`src/hw/rtl/magic_framed_message_receiver_top_assert.svh`:
```
// ----------------------------------------------------------------------------
// Assertion macros for the framed message receiver
// Clocked implication checks, disabled while reset is asserted.
// ----------------------------------------------------------------------------
`ifndef MAGIC_FRAMED_MESSAGE_RECEIVER_TOP_ASSERT_SVH
`define MAGIC_FRAMED_MESSAGE_RECEIVER_TOP_ASSERT_SVH

// Same-cycle implication
`define MFMR_ASSERT_IMP(label, clk, rst_n, ante, cons, msg) \
  label: assert property (@(posedge clk) disable iff (!rst_n) (ante) |-> (cons)) \
    else $error(msg);

// Next-cycle implication
`define MFMR_ASSERT_NEXT(label, clk, rst_n, ante, cons, msg) \
  label: assert property (@(posedge clk) disable iff (!rst_n) (ante) |=> (cons)) \
    else $error(msg);

`endif

```
`src/hw/rtl/mfmr_pkg.sv`:
```
// ----------------------------------------------------------------------------
// mfmr_pkg
// Shared types, constants and the final status check of the frame receiver.
// ----------------------------------------------------------------------------
package mfmr_pkg;

  // Header layout
  localparam int unsigned HdrBytes   = 12;
  localparam int unsigned FillW      = 4;
  localparam int unsigned MaxPayload = 512;

  // Configuration register indexes
  localparam logic [1:0] CfgIdxMagic   = 2'd0;
  localparam logic [1:0] CfgIdxVersion = 2'd1;
  localparam logic [1:0] CfgIdxLimit   = 2'd2;

  // Configuration reset values
  localparam logic [31:0] ResetMagic   = 32'h4652_4F53;
  localparam logic [7:0]  ResetVersion = 8'h01;
  localparam logic [9:0]  ResetLimit   = 10'd512;

  // Message type codes
  localparam logic [7:0] TypeShare   = 8'h01;
  localparam logic [7:0] TypePubKey  = 8'h02;
  localparam logic [7:0] TypeCommit  = 8'h03;
  localparam logic [7:0] TypeEnd     = 8'hFF;

  // Required payload sizes
  localparam logic [15:0] ShareBytes     = 16'd36;
  localparam logic [15:0] PubKeyBytes    = 16'd136;
  localparam logic [15:0] CommitMinBytes = 16'd104;

  typedef enum logic [2:0] {
    StatusOk          = 3'd0,
    StatusBadVersion  = 3'd1,
    StatusTooLong     = 3'd2,
    StatusUnknownType = 3'd3,
    StatusBadSize     = 3'd4
  } status_e;

  typedef struct packed {
    logic [31:0] magic;
    logic [7:0]  version;
    logic [9:0]  limit;
  } cfg_t;

  typedef struct packed {
    logic        has_result;
    logic        has_data;
    logic [7:0]  data_byte;
    logic [8:0]  byte_offset;
    logic        end_of_message;
    logic [7:0]  message_type;
    logic [31:0] participant_id;
    logic [15:0] payload_length;
    status_e     status;
  } res_t;

  // Check the payload size against the message type
  function automatic status_e final_status(logic [7:0] type_code, logic [15:0] len);
    status_e st;
    case (type_code)
      TypeShare:  st = (len == ShareBytes)      ? StatusOk : StatusBadSize;
      TypePubKey: st = (len == PubKeyBytes)     ? StatusOk : StatusBadSize;
      TypeCommit: st = (len >= CommitMinBytes)  ? StatusOk : StatusBadSize;
      TypeEnd:    st = StatusOk;
      default:    st = StatusUnknownType;
    endcase
    return st;
  endfunction

endpackage

```
`src/hw/rtl/mfmr_cfg.sv`:
```
// ----------------------------------------------------------------------------
// mfmr_cfg
// Configuration registers: sync magic, protocol version and payload limit.
// ----------------------------------------------------------------------------
module mfmr_cfg (
  input  logic               clk_i,
  input  logic               rst_ni,
  input  logic               cfg_we_i,
  input  logic [1:0]         cfg_idx_i,
  input  logic [31:0]        cfg_wdata_i,
  output mfmr_pkg::cfg_t     cfg_o
);

  mfmr_pkg::cfg_t cfg_q;

  // Write the addressed register; drop writes to unused indexes
  always_ff @(posedge clk_i or negedge rst_ni) begin
    if (!rst_ni) begin
      cfg_q.magic   <= mfmr_pkg::ResetMagic;
      cfg_q.version <= mfmr_pkg::ResetVersion;
      cfg_q.limit   <= mfmr_pkg::ResetLimit;
    end else if (cfg_we_i) begin
      case (cfg_idx_i)
        mfmr_pkg::CfgIdxMagic:   cfg_q.magic   <= cfg_wdata_i;
        mfmr_pkg::CfgIdxVersion: cfg_q.version <= cfg_wdata_i[7:0];
        mfmr_pkg::CfgIdxLimit:   cfg_q.limit   <= cfg_wdata_i[9:0];
        default: ;
      endcase
    end
  end

  assign cfg_o = cfg_q;

endmodule

```
`src/hw/rtl/mfmr_frame.sv`:
```
// ----------------------------------------------------------------------------
// mfmr_frame
// Header window, header checks and payload pass-through for one byte a cycle while proc_i is high.
// ----------------------------------------------------------------------------
`include "magic_framed_message_receiver_top_assert.svh"

module mfmr_frame (
  input  logic            clk_i,
  input  logic            rst_ni,
  input  logic            proc_i,
  input  logic [7:0]      byte_i,
  input  mfmr_pkg::cfg_t  cfg_i,
  output mfmr_pkg::res_t  res_o
);

  localparam int unsigned LastIdx = mfmr_pkg::HdrBytes - 1;
  localparam logic [mfmr_pkg::FillW-1:0] FillFull = mfmr_pkg::FillW'(LastIdx);
  localparam logic [16:0] MaxPayloadW = 17'(mfmr_pkg::MaxPayload);

  logic [7:0]  window_q [mfmr_pkg::HdrBytes];
  logic [7:0]  shifted  [mfmr_pkg::HdrBytes];
  logic [mfmr_pkg::FillW-1:0] fill_q, fill_d;
  logic        in_payload_q, in_payload_d;
  logic [9:0]  bytes_q, bytes_d;
  logic [7:0]  held_type_q, held_type_d;
  logic [15:0] held_len_q, held_len_d;
  logic [31:0] held_part_q, held_part_d;

  logic [31:0] magic;
  logic [7:0]  version;
  logic [15:0] hdr_len;
  logic [16:0] limit;
  logic [9:0]  bytes_inc;
  mfmr_pkg::res_t res;

  // Shift the new byte in at the top of the window
  always_comb begin
    for (int i = 0; i < LastIdx; i++) begin
      shifted[i] = window_q[i+1];
    end
    shifted[LastIdx] = byte_i;
  end

  assign magic   = {shifted[3], shifted[2], shifted[1], shifted[0]};
  assign version = shifted[4];
  assign hdr_len = {shifted[7], shifted[6]};
  assign limit   = ({7'b0, cfg_i.limit} > MaxPayloadW) ? MaxPayloadW
                                                        : {7'b0, cfg_i.limit};
  assign bytes_inc = bytes_q + 10'd1;

  // Decide the next state and the result for this byte
  always_comb begin
    fill_d       = fill_q;
    in_payload_d = in_payload_q;
    bytes_d      = bytes_q;
    held_type_d  = held_type_q;
    held_len_d   = held_len_q;
    held_part_d  = held_part_q;

    res                = '0;
    res.status         = mfmr_pkg::StatusOk;

    if (in_payload_q) begin
      // Pass a payload byte through, close the message on the last one
      bytes_d            = bytes_inc;
      res.has_result     = 1'b1;
      res.has_data       = 1'b1;
      res.data_byte      = byte_i;
      res.byte_offset    = bytes_q[8:0];
      if ({6'b0, bytes_inc} >= held_len_q) begin
        in_payload_d       = 1'b0;
        res.end_of_message = 1'b1;
        res.status         = mfmr_pkg::final_status(held_type_q, held_len_q);
      end
    end else if (fill_q != FillFull) begin
      // Collect header bytes
      fill_d = fill_q + 1'b1;
    end else if (magic == cfg_i.magic) begin
      // Full header with good magic: latch fields and check them
      fill_d      = '0;
      held_type_d = shifted[5];
      held_len_d  = hdr_len;
      held_part_d = {shifted[11], shifted[10], shifted[9], shifted[8]};
      if (version != cfg_i.version) begin
        res.has_result     = 1'b1;
        res.end_of_message = 1'b1;
        res.status         = mfmr_pkg::StatusBadVersion;
      end else if ({1'b0, hdr_len} > limit) begin
        res.has_result     = 1'b1;
        res.end_of_message = 1'b1;
        res.status         = mfmr_pkg::StatusTooLong;
      end else if (hdr_len == 16'd0) begin
        res.has_result     = 1'b1;
        res.end_of_message = 1'b1;
        res.status         = mfmr_pkg::final_status(shifted[5], 16'd0);
      end else begin
        in_payload_d = 1'b1;
        bytes_d      = '0;
      end
    end
    // Wrong magic: the oldest byte falls out with the shift, fill holds

    res.message_type   = held_type_d;
    res.participant_id = held_part_d;
    res.payload_length = held_len_d;
  end

  // Advance state when the byte is processed
  always_ff @(posedge clk_i or negedge rst_ni) begin
    if (!rst_ni) begin
      fill_q       <= '0;
      in_payload_q <= 1'b0;
      bytes_q      <= '0;
      held_type_q  <= '0;
      held_len_q   <= '0;
      held_part_q  <= '0;
    end else if (proc_i) begin
      fill_q       <= fill_d;
      in_payload_q <= in_payload_d;
      bytes_q      <= bytes_d;
      held_type_q  <= held_type_d;
      held_len_q   <= held_len_d;
      held_part_q  <= held_part_d;
    end
  end

  // Header window shifts in only bytes outside the payload
  always_ff @(posedge clk_i) begin
    if (proc_i && !in_payload_q) begin
      window_q <= shifted;
    end
  end

  assign res_o = res;

  `MFMR_ASSERT_IMP(a_fill_range, clk_i, rst_ni, 1'b1, fill_q <= FillFull, "fill out of range")
  `MFMR_ASSERT_IMP(a_payload_len, clk_i, rst_ni, in_payload_q, {6'b0, bytes_q} < held_len_q, "payload past length")
  `MFMR_ASSERT_IMP(a_payload_fill, clk_i, rst_ni, in_payload_q, fill_q == '0, "window not cleared in payload")

endmodule

```
`src/hw/rtl/magic_framed_message_receiver_top.sv`:
```
// Flow: a byte is taken into the input register, decided by the frame logic while
// it sits there, and its result (if any) is loaded into the result register and shown.
// Throughput: one byte per cycle; a byte waits in the input register only while
// the result register is held by a stall, set by the single decision stage.
// Reset: asynchronous, active low; clears the header fill count, payload state
// and held header fields, and loads the config reset values.
// ----------------------------------------------------------------------------
// magic_framed_message_receiver_top
// Magic-word framed message receiver: header sync, checks and payload pass.
// ----------------------------------------------------------------------------
`include "magic_framed_message_receiver_top_assert.svh"

module magic_framed_message_receiver_top (
  input  logic        clk_i,
  input  logic        rst_ni,
  // configuration
  input  logic        cfg_we_i,
  input  logic [1:0]  cfg_idx_i,
  input  logic [31:0] cfg_wdata_i,
  // byte requests
  input  logic        in_valid_i,
  output logic        in_stall_o,
  input  logic [7:0]  rx_byte_i,
  // result requests
  output logic        out_valid_o,
  input  logic        out_stall_i,
  output logic        has_data_o,
  output logic [7:0]  data_byte_o,
  output logic [8:0]  byte_offset_o,
  output logic        end_of_message_o,
  output logic [7:0]  message_type_o,
  output logic [31:0] participant_id_o,
  output logic [15:0] payload_length_o,
  output logic [2:0]  status_o
);

  mfmr_pkg::cfg_t cfg;
  mfmr_pkg::res_t res;
  mfmr_pkg::res_t res_q;

  logic       in_valid_q;
  logic [7:0] in_byte_q;
  logic       out_valid_q;
  logic       out_blocked;
  logic       advance;
  logic       accept;

  mfmr_cfg u_cfg (
    .clk_i       (clk_i),
    .rst_ni      (rst_ni),
    .cfg_we_i    (cfg_we_i),
    .cfg_idx_i   (cfg_idx_i),
    .cfg_wdata_i (cfg_wdata_i),
    .cfg_o       (cfg)
  );

  mfmr_frame u_frame (
    .clk_i  (clk_i),
    .rst_ni (rst_ni),
    .proc_i (advance),
    .byte_i (in_byte_q),
    .cfg_i  (cfg),
    .res_o  (res)
  );

  // Hold the input request only while the result register is held
  assign out_blocked = out_valid_q && out_stall_i;
  assign advance     = in_valid_q && !out_blocked;
  assign in_stall_o  = in_valid_q && out_blocked;
  assign accept      = in_valid_i && !in_stall_o;

  always_ff @(posedge clk_i or negedge rst_ni) begin
    if (!rst_ni) begin
      in_valid_q <= 1'b0;
    end else if (accept) begin
      in_valid_q <= 1'b1;
    end else if (advance) begin
      in_valid_q <= 1'b0;
    end
  end

  always_ff @(posedge clk_i) begin
    if (accept) begin
      in_byte_q <= rx_byte_i;
    end
  end

  // Load the result register, drop it once taken
  always_ff @(posedge clk_i or negedge rst_ni) begin
    if (!rst_ni) begin
      out_valid_q <= 1'b0;
    end else if (advance && res.has_result) begin
      out_valid_q <= 1'b1;
    end else if (!out_stall_i) begin
      out_valid_q <= 1'b0;
    end
  end

  always_ff @(posedge clk_i) begin
    if (advance && res.has_result) begin
      res_q <= res;
    end
  end

  assign out_valid_o      = out_valid_q;
  assign has_data_o       = res_q.has_data;
  assign data_byte_o      = res_q.data_byte;
  assign byte_offset_o    = res_q.byte_offset;
  assign end_of_message_o = res_q.end_of_message;
  assign message_type_o   = res_q.message_type;
  assign participant_id_o = res_q.participant_id;
  assign payload_length_o = res_q.payload_length;
  assign status_o         = res_q.status;

  `MFMR_ASSERT_IMP(a_stall_needs_result, clk_i, rst_ni, in_stall_o, out_valid_q, "input held with empty result register")
  `MFMR_ASSERT_IMP(a_nodata_is_final, clk_i, rst_ni, out_valid_q && !res_q.has_data, res_q.end_of_message, "result without data is not final")
  `MFMR_ASSERT_IMP(a_midmsg_ok, clk_i, rst_ni, out_valid_q && !res_q.end_of_message, res_q.status == mfmr_pkg::StatusOk, "status set before end of message")
  `MFMR_ASSERT_NEXT(a_result_loaded, clk_i, rst_ni, advance && res.has_result, out_valid_q, "result lost")

endmodule

```
`config.mk`:
```
export PLATFORM = sky130hd
export DESIGN_NAME = magic_framed_message_receiver_top
export DESIGN_NICKNAME = d
export VERILOG_FILES = /design/src/hw/rtl/mfmr_pkg.sv /design/src/hw/rtl/mfmr_cfg.sv /design/src/hw/rtl/mfmr_frame.sv /design/src/hw/rtl/magic_framed_message_receiver_top.sv
export VERILOG_INCLUDE_DIRS = /design/src /design/src/hw/rtl
export SDC_FILE = /design/constraint.sdc
export NUM_CORES = 1
export LEC_CHECK = 0
export BUFFER_PORTS_ARGS = -buffer_cell sky130_fd_sc_hd__buf_2
export CAP_MARGIN = 20
export CORE_ASPECT_RATIO = 1.4
export CORE_MARGIN = 2
export CORE_UTILIZATION = 35
export CTS_BUF_LIST = sky130_fd_sc_hd__clkbuf_4
export CTS_CLUSTER_DIAMETER = 50
export DETAILED_ROUTE_END_ITERATION = 8
export GPL_ROUTABILITY_DRIVEN = 0
export PLACE_DENSITY_LB_ADDON = 0.2
export SLEW_MARGIN = 25
export SYNTH_ARGS = -nofsm -noshare
export SYNTH_HDL_FRONTEND = slang
export SYNTH_SLANG_ARGS = --single-unit
```
`constraint.sdc`:
```
create_clock -name clk_i -period 6.9 [get_ports clk_i]
set_input_delay 0.345 -clock clk_i [delete_from_list [all_inputs] [get_ports clk_i]]
set_output_delay 0.345 -clock clk_i [all_outputs]
set_load 0.005 [all_outputs]
```
==> flow_summary.yaml, run 1 <==
power:
  p_leak_nw: 6.13
  total_power_mw: 4.03
  vdd_drop_max_mv: 0.151
  p_per_area_nw_per_um2: 267
synth:
  seq_area_frac_synth: 0.670
  yosysUniqueCellTypes: 51
  synth.area.top_cells: "edfxtp_1, dfrtp_1, mux2_2"
  synthesis.nets: 848
  synth-edff-count: 174
  netlist_area_um2: 12400
  synth_top_area_share: 0.420
  async_flop_share: 0.414
  yosysWarnings: 0
  synth_top_area_cell: "edfxtp_1"
  synthFlopType: "edfxtp_1"
  ys_ff_latch: 297
  netlist_instances: 779
  syn_area_per_cell_um2: 16.0
critical_path:
  path_buf_inv: 1
  worstPathArrival_ps: 4580
  cp.required_ps: 7210
  crit_top_cell: "nand2_1"
  rr_startpoint: "u_cfg.cfg_o[5]"
  crit_start: "u_cfg.cfg_o[5]"
  crit_chain: "nor4_1 -> nand2_1 -> o41ai_1 -> nand2_1 -> ha_1 -> and4_1 -> and3b_1 -> a2111oi_2 -> o2111ai_1 -> a21oi_1 -> nor2_4 -> buf_4"
  startpoint_type: "register"
  cpPeakStageDelay_ps: 710
  endpoint_kind: "register"
  worstSetupPathType: "register to register"
  rr_worst_depth: 12
  path_delay_family: "simple AND/OR/NAND/NOR gates"
  slowest_stage: "buf_4"
  cp.depth: 12
  critical_path.max_fanout: 53
place:
  io_buffers: 126
  hpwl_mm: 19.0
  placed_area_um2: 13600
route:
  drt_pass1_iterations: 4
  vias: 7352
  viasPerCell: 4.78
  wire_per_inst_um: 19.0
  dr.first_iter.drc_count: 294
  drc: 0
  antenna_left: 0
  drt-total-wl_mm: 29.2
run_status:
  status: "finished, final reports clean"
clocking:
  path_clk_slew_ps: 60
  cts_tree: "done"
  cts_buffer_depth: 3
  ctsHtreeMaxLevel: 3
  numCtsBuffers: 79
  cts_setup_buffers: 0
  root_buffer: "clkbuf_4"
  hold_buffers: 43
  insertion_delay_ps: 710
  numClockSinks: 297
  postCtsResizedCells: 0
sta:
  finalMaxSlewViolations: 0
  max_freq_mhz: 234
  fin_crit_ps: 4270
  hold_viol_final: 0
  slew_headroom: 0.297
  finClkSkew_ps: 43.6
  worst_slew_pin_slew_ps: 1050
  min_period_over_period: 0.619
  setup_violations: 0
  finalSetupTns_ps: 0
  rsz0062_at_grt: "false"
job:
  drv_cap: 0
cells_and_area:
  final_nets: 1085
  drive_gt1_frac: 0.425
  final_area_um2: 15100
  area_growth_pct: 21.8
global_routing:
  antenna_found_initial: 1
  grt_pass1_vias: 7941
  groute.usage.overall: 0.161
  grt_pass1_wl_mm: 45.1
  grt_max_degree: 65
  overflow: 0
floorplanning:
  top_level_ports: 127
  dieArea_um2: 37100
  initial_core_util: 0.355
  core-area_um2: 35000
  rows: 81
  die_width_um: 163
  die_h_um: 227
min_path:
  min_from: "out_stall_i"
  worst_hold_path_type: "input pin to register"
  hold-path-cell-count: 3
==> where the power goes <==
group,switching [mW],total (mW),internal (mW)
clock,0.730,1.69,0.962
sequential,0.0790,2.07,1.99
combinational,0.133,0.268,0.134
==> stage by stage <==
step           utilization  instances  worst slack [ps]  hold slack, ps
2_1_floorplan            -        779               973            49.4
3_3_place_gp         0.388       1348              2740             449
3_5_place_dp         0.388       1348              2600             454
4_1_cts              0.433       1537              2530             151
5_1_grt              0.433       1538              2290             152
6_report             0.433       1539              2630             156
==> synth_stat cells, types with 2 or more instances <==
cell	count
or3_1	4
buf_2	4
and4_1	3
dfstp_2	17
nand3_1	14
nand3b_1	2
mux2i_1	3
xor2_1	38
xnor2_1	12
nand2_1	27
nor2_1	31
dfrtp_1	106
o21bai_1	2
a221oi_1	2
o21ai_0	13
clkbuf_1	7
o211ai_1	2
mux2_2	124
ha_1	22
o41ai_1	3
nand4_1	8
o21a_1	3
buf_6	5
a21o_1	2
edfxtp_1	174
nor4_1	21
inv_1	18
a211o_1	2
nor3_1	10
a21oi_1	10
o31a_1	2
o2111ai_1	3
mux2_4	40
nor2b_1	3
and2_1	17
a211oi_1	3
and3_1	6
buf_4	3
==> cell families after synthesis <==
group	Yosys count	synth area share
buffers and inverters	38	0.0159
multiplexers	167	0.163
XOR/XNOR	50	0.0352
flip-flops	297	0.670
AND/OR/NAND/NOR	154	0.0656
AO/OA/AOI/OAI	51	0.0282
adder cells (fa/ha/maj)	22	0.0221
==> final timing paths <==
check | endpoint | slack [ps]
worst max-delay path | message_type_o[3] | 2630
worst min-delay path | out_valid_o | 160
worst max register to register | message_type_o[3] | 2630
worst min register to register | u_frame.magic[19] | 440
max in group asynchronous | u_frame.held_part_q[29] | 5150
min in group asynchronous | u_cfg.cfg_o[42] | 330
==> metal layers <==
layer  track usage  vias up  wire length (µm)
met5             0        -                 0
met3        0.0527       53              1850
met4        0.0565        0               652
met1         0.178     3654             11500
met2         0.289      200             15100
li1              -     3445                 -
==> layout make-up <==
class | instances | area [µm²]
fillers | 3233 | 19800
flip-flops and latches | 297 | 8320
multi-input cells | 444 | 3930
repair buffers | 176 | 1120
clock buffers | 130 | 976
well taps | 456 | 571
clock inverters | 16 | 143
inverters | 18 | 68.8
diodes | 2 | 5.00
==> layout by cell type, fill, tap and decap left out, types with 10 or more instances in the layout <==
master / count
dfstp_2: 17
inv_1: 17
ha_1: 22
a21oi_1: 10
xnor2_1: 12
clkinv_1: 10
nor4_1: 21
dlygate4sd3_1: 43
buf_2: 125
mux2_4: 40
nand2_1: 27
nand3_1: 14
mux2_2: 124
edfxtp_1: 174
dfrtp_1: 106
nor2_1: 30
xor2_1: 38
clkbuf_4: 130
and2_1: 17
o21ai_0: 13
==> tightest hold or removal path: stages <==
cell     delay [ps]
buf_2            90
nand2_1         130
o21ai_0         210
==> flip-flops by register name, summed over array words and instances (netlist names), 16 cells and up <==
signal	count
payload_length_o	16
u_frame.held_part_q	32
u_cfg.cfg_o	50
u_frame.hdr_len	16
u_frame.shifted	32
u_frame.magic	32
u_frame.held_len_q	16
participant_id_o	32
Note: power is estimated with default switching activity, not from simulation.
==> run 2: changes to the inputs <==
==> constraint.sdc (replaced) <==
create_clock -name clk_i -period 3.7 [get_ports clk_i]
set_input_delay 0.185 -clock clk_i [delete_from_list [all_inputs] [get_ports clk_i]]
set_output_delay 0.185 -clock clk_i [all_outputs]
set_load 0.005 [all_outputs]
==> run 2 against run 1 <==
Against the previous run:
- register-to-register slack worse by 2200 ps
- via count fell by 0.34%
- cell count is 0.26% higher
- maximum frequency grew 30%
- routed wire length fell by 1.4%
- sequential share of layout area decreased by 0.38 points
- sequential power is 87% higher
- worst hold slack better by 3.1 ps
- total power is 81% higher
- critical endpoint is now status_o[1]
- largest power group unchanged
- highest routed layer unchanged
==> flow_summary.yaml, run 2 (synthesis results as in run 1) <==
run_status:
  status: "finished, final reports clean"
clocking:
  root_buffer: "clkbuf_4"
  cts_buffer_depth: 3
  hold_buffers: 44
  postCtsResizedCells: 0
  cts_tree: "done"
  numCtsBuffers: 77
  numClockSinks: 297
  ctsHtreeMaxLevel: 3
  cts_setup_buffers: 0
  insertion_delay_ps: 700
  path_clk_slew_ps: 70
job:
  drv_cap: 0
global_routing:
  grt_max_degree: 84
  grt_pass1_vias: 7980
  grt_pass1_wl_mm: 44.6
  groute.usage.overall: 0.159
  overflow: 0
  antenna_found_initial: 2
cells_and_area:
  num-fill-cells: 3224
  area_growth_pct: 22.6
  layout_common_cells: "edfxtp_1, buf_2, mux2_2"
  largest_reg_flops: 50
  final_nets: 1093
  ff_latch_area_um2: 8320
  multi_input_area_um2: 3940
  postLayoutCoreUtil: 0.436
  fin_cells: 1543
  drive_gt1_frac: 0.426
  final_area_um2: 15200
  final_common_cell: "edfxtp_1"
sta:
  hold_viol_final: 0
  finalSetupTns_ps: 0
  min_period_over_period: 0.890
  rsz0062_at_grt: "false"
  holdWs_ps: 159
  setup_violations: 0
  finClkSkew_ps: 49.3
  max_freq_mhz: 304
  fin_crit_ps: 3290
  finalMaxSlewViolations: 0
  worst_slew_pin_slew_ps: 886
  slew_headroom: 0.410
place:
  placed_area_um2: 13800
  io_buffers: 126
  hpwl_mm: 18.8
  place_inst: 1357
power:
  vdd_drop_max_mv: 0.237
  p_leak_nw: 6.17
  p_per_area_nw_per_um2: 480
floorplanning:
  rows: 81
  dieArea_um2: 37100
  top_level_ports: 127
  initial_core_util: 0.355
  die_width_um: 163
  die_h_um: 227
  core-area_um2: 35000
route:
  drc: 0
  drt-total-wl_mm: 28.7
  drt_pass1_iterations: 4
  wire_per_inst_um: 18.6
  viasPerCell: 4.75
  antenna_left: 0
  vias: 7327
  dr.first_iter.drc_count: 303
critical_path:
  worstSetupPathType: "register to register"
  worstPathArrival_ps: 3850
  rr_worst_depth: 13
  rr_endpoint: "status_o[1]"
  rr_startpoint: "u_frame.bytes_q[2]"
  startpoint_type: "register"
  endpoint_kind: "register"
  r2r_setup_slack_ps: 410
  cp.required_ps: 4250
  critical_path.max_fanout: 7
min_path:
  worst_hold_path_type: "input pin to asynchronous set/reset pin"
## run 2: cell types whose count changed in the layout (fill, tap and decap cells not counted), sizes merged
cell,delta
clkbuf,-10
buf,+9
clkinv,+5
bufinv,-1
clkinvlp,-1
diode,+1
dlygate4sd3,+1
## run 2: critical path, stage by stage (launching register included)
cell and delay (ps):
dfrtp_1 430, and3_1 260, and3_1 260, nand3_1 170, nor2_1 180, xnor2_1 160
inv_1 70, ha_1 290, o21a_1 120, o211ai_1 110, or4_1 440, o21a_1 230
a221oi_1 290, o21bai_1 160
## run 2: report_power, final
group          internal, mW  switching [mW]
registers              3.72           0.152
clock network          1.61            1.34
logic                 0.257           0.240
total                  5.59            1.73
## run 2: area by class of cell
| class | instances | share of cell area |
|---|---|---|
| Tap cell | 456 | 0.0374 |
| Antenna cell | 3 | 0.000493 |
| Multi-Input combinational cell | 444 | 0.259 |
| Inverter | 18 | 0.00452 |
| Timing Repair Buffer | 186 | 0.0849 |
| Clock buffer | 120 | 0.0591 |
| Sequential cell | 297 | 0.546 |
| Clock inverter | 19 | 0.00838 |
## run 2: how the worst max path moves through the flow
| stage | to | startpoint | cells past startpoint | slack, ps |
|---|---|---|---|---|
| finish | status_o[1] | u_frame.bytes_q[2] | 13 | 410 |
| global route | status_o[0] | u_frame.bytes_q[2] | 13 | 160 |
| CTS | status_o[0] | u_frame.bytes_q[2] | 13 | 410 |
| detailed placement | status_o[0] | u_frame.bytes_q[2] | 13 | 440 |
| global placement | status_o[0] | u_frame.bytes_q[2] | 13 | 530 |
| floorplan | byte_offset_o[0] | u_cfg.cfg_o[5] | 11 | 5 |
## run 2: metrics by stage
stage          power (mW)  setup slack [ps]
2_1_floorplan        4.21              4.57
3_3_place_gp         4.40               531
3_5_place_dp         4.41               438
4_1_cts              7.46               410
5_1_grt              7.71               163
6_report             7.32               405
## run 2: routing by layer
layer	global-route usage	routed length (µm)	vias to the layer above
li1	-	-	3473
met1	0.181	11600	3606
met2	0.282	14900	198
met3	0.0468	1660	50
met4	0.0594	633	0
met5	0	0	-
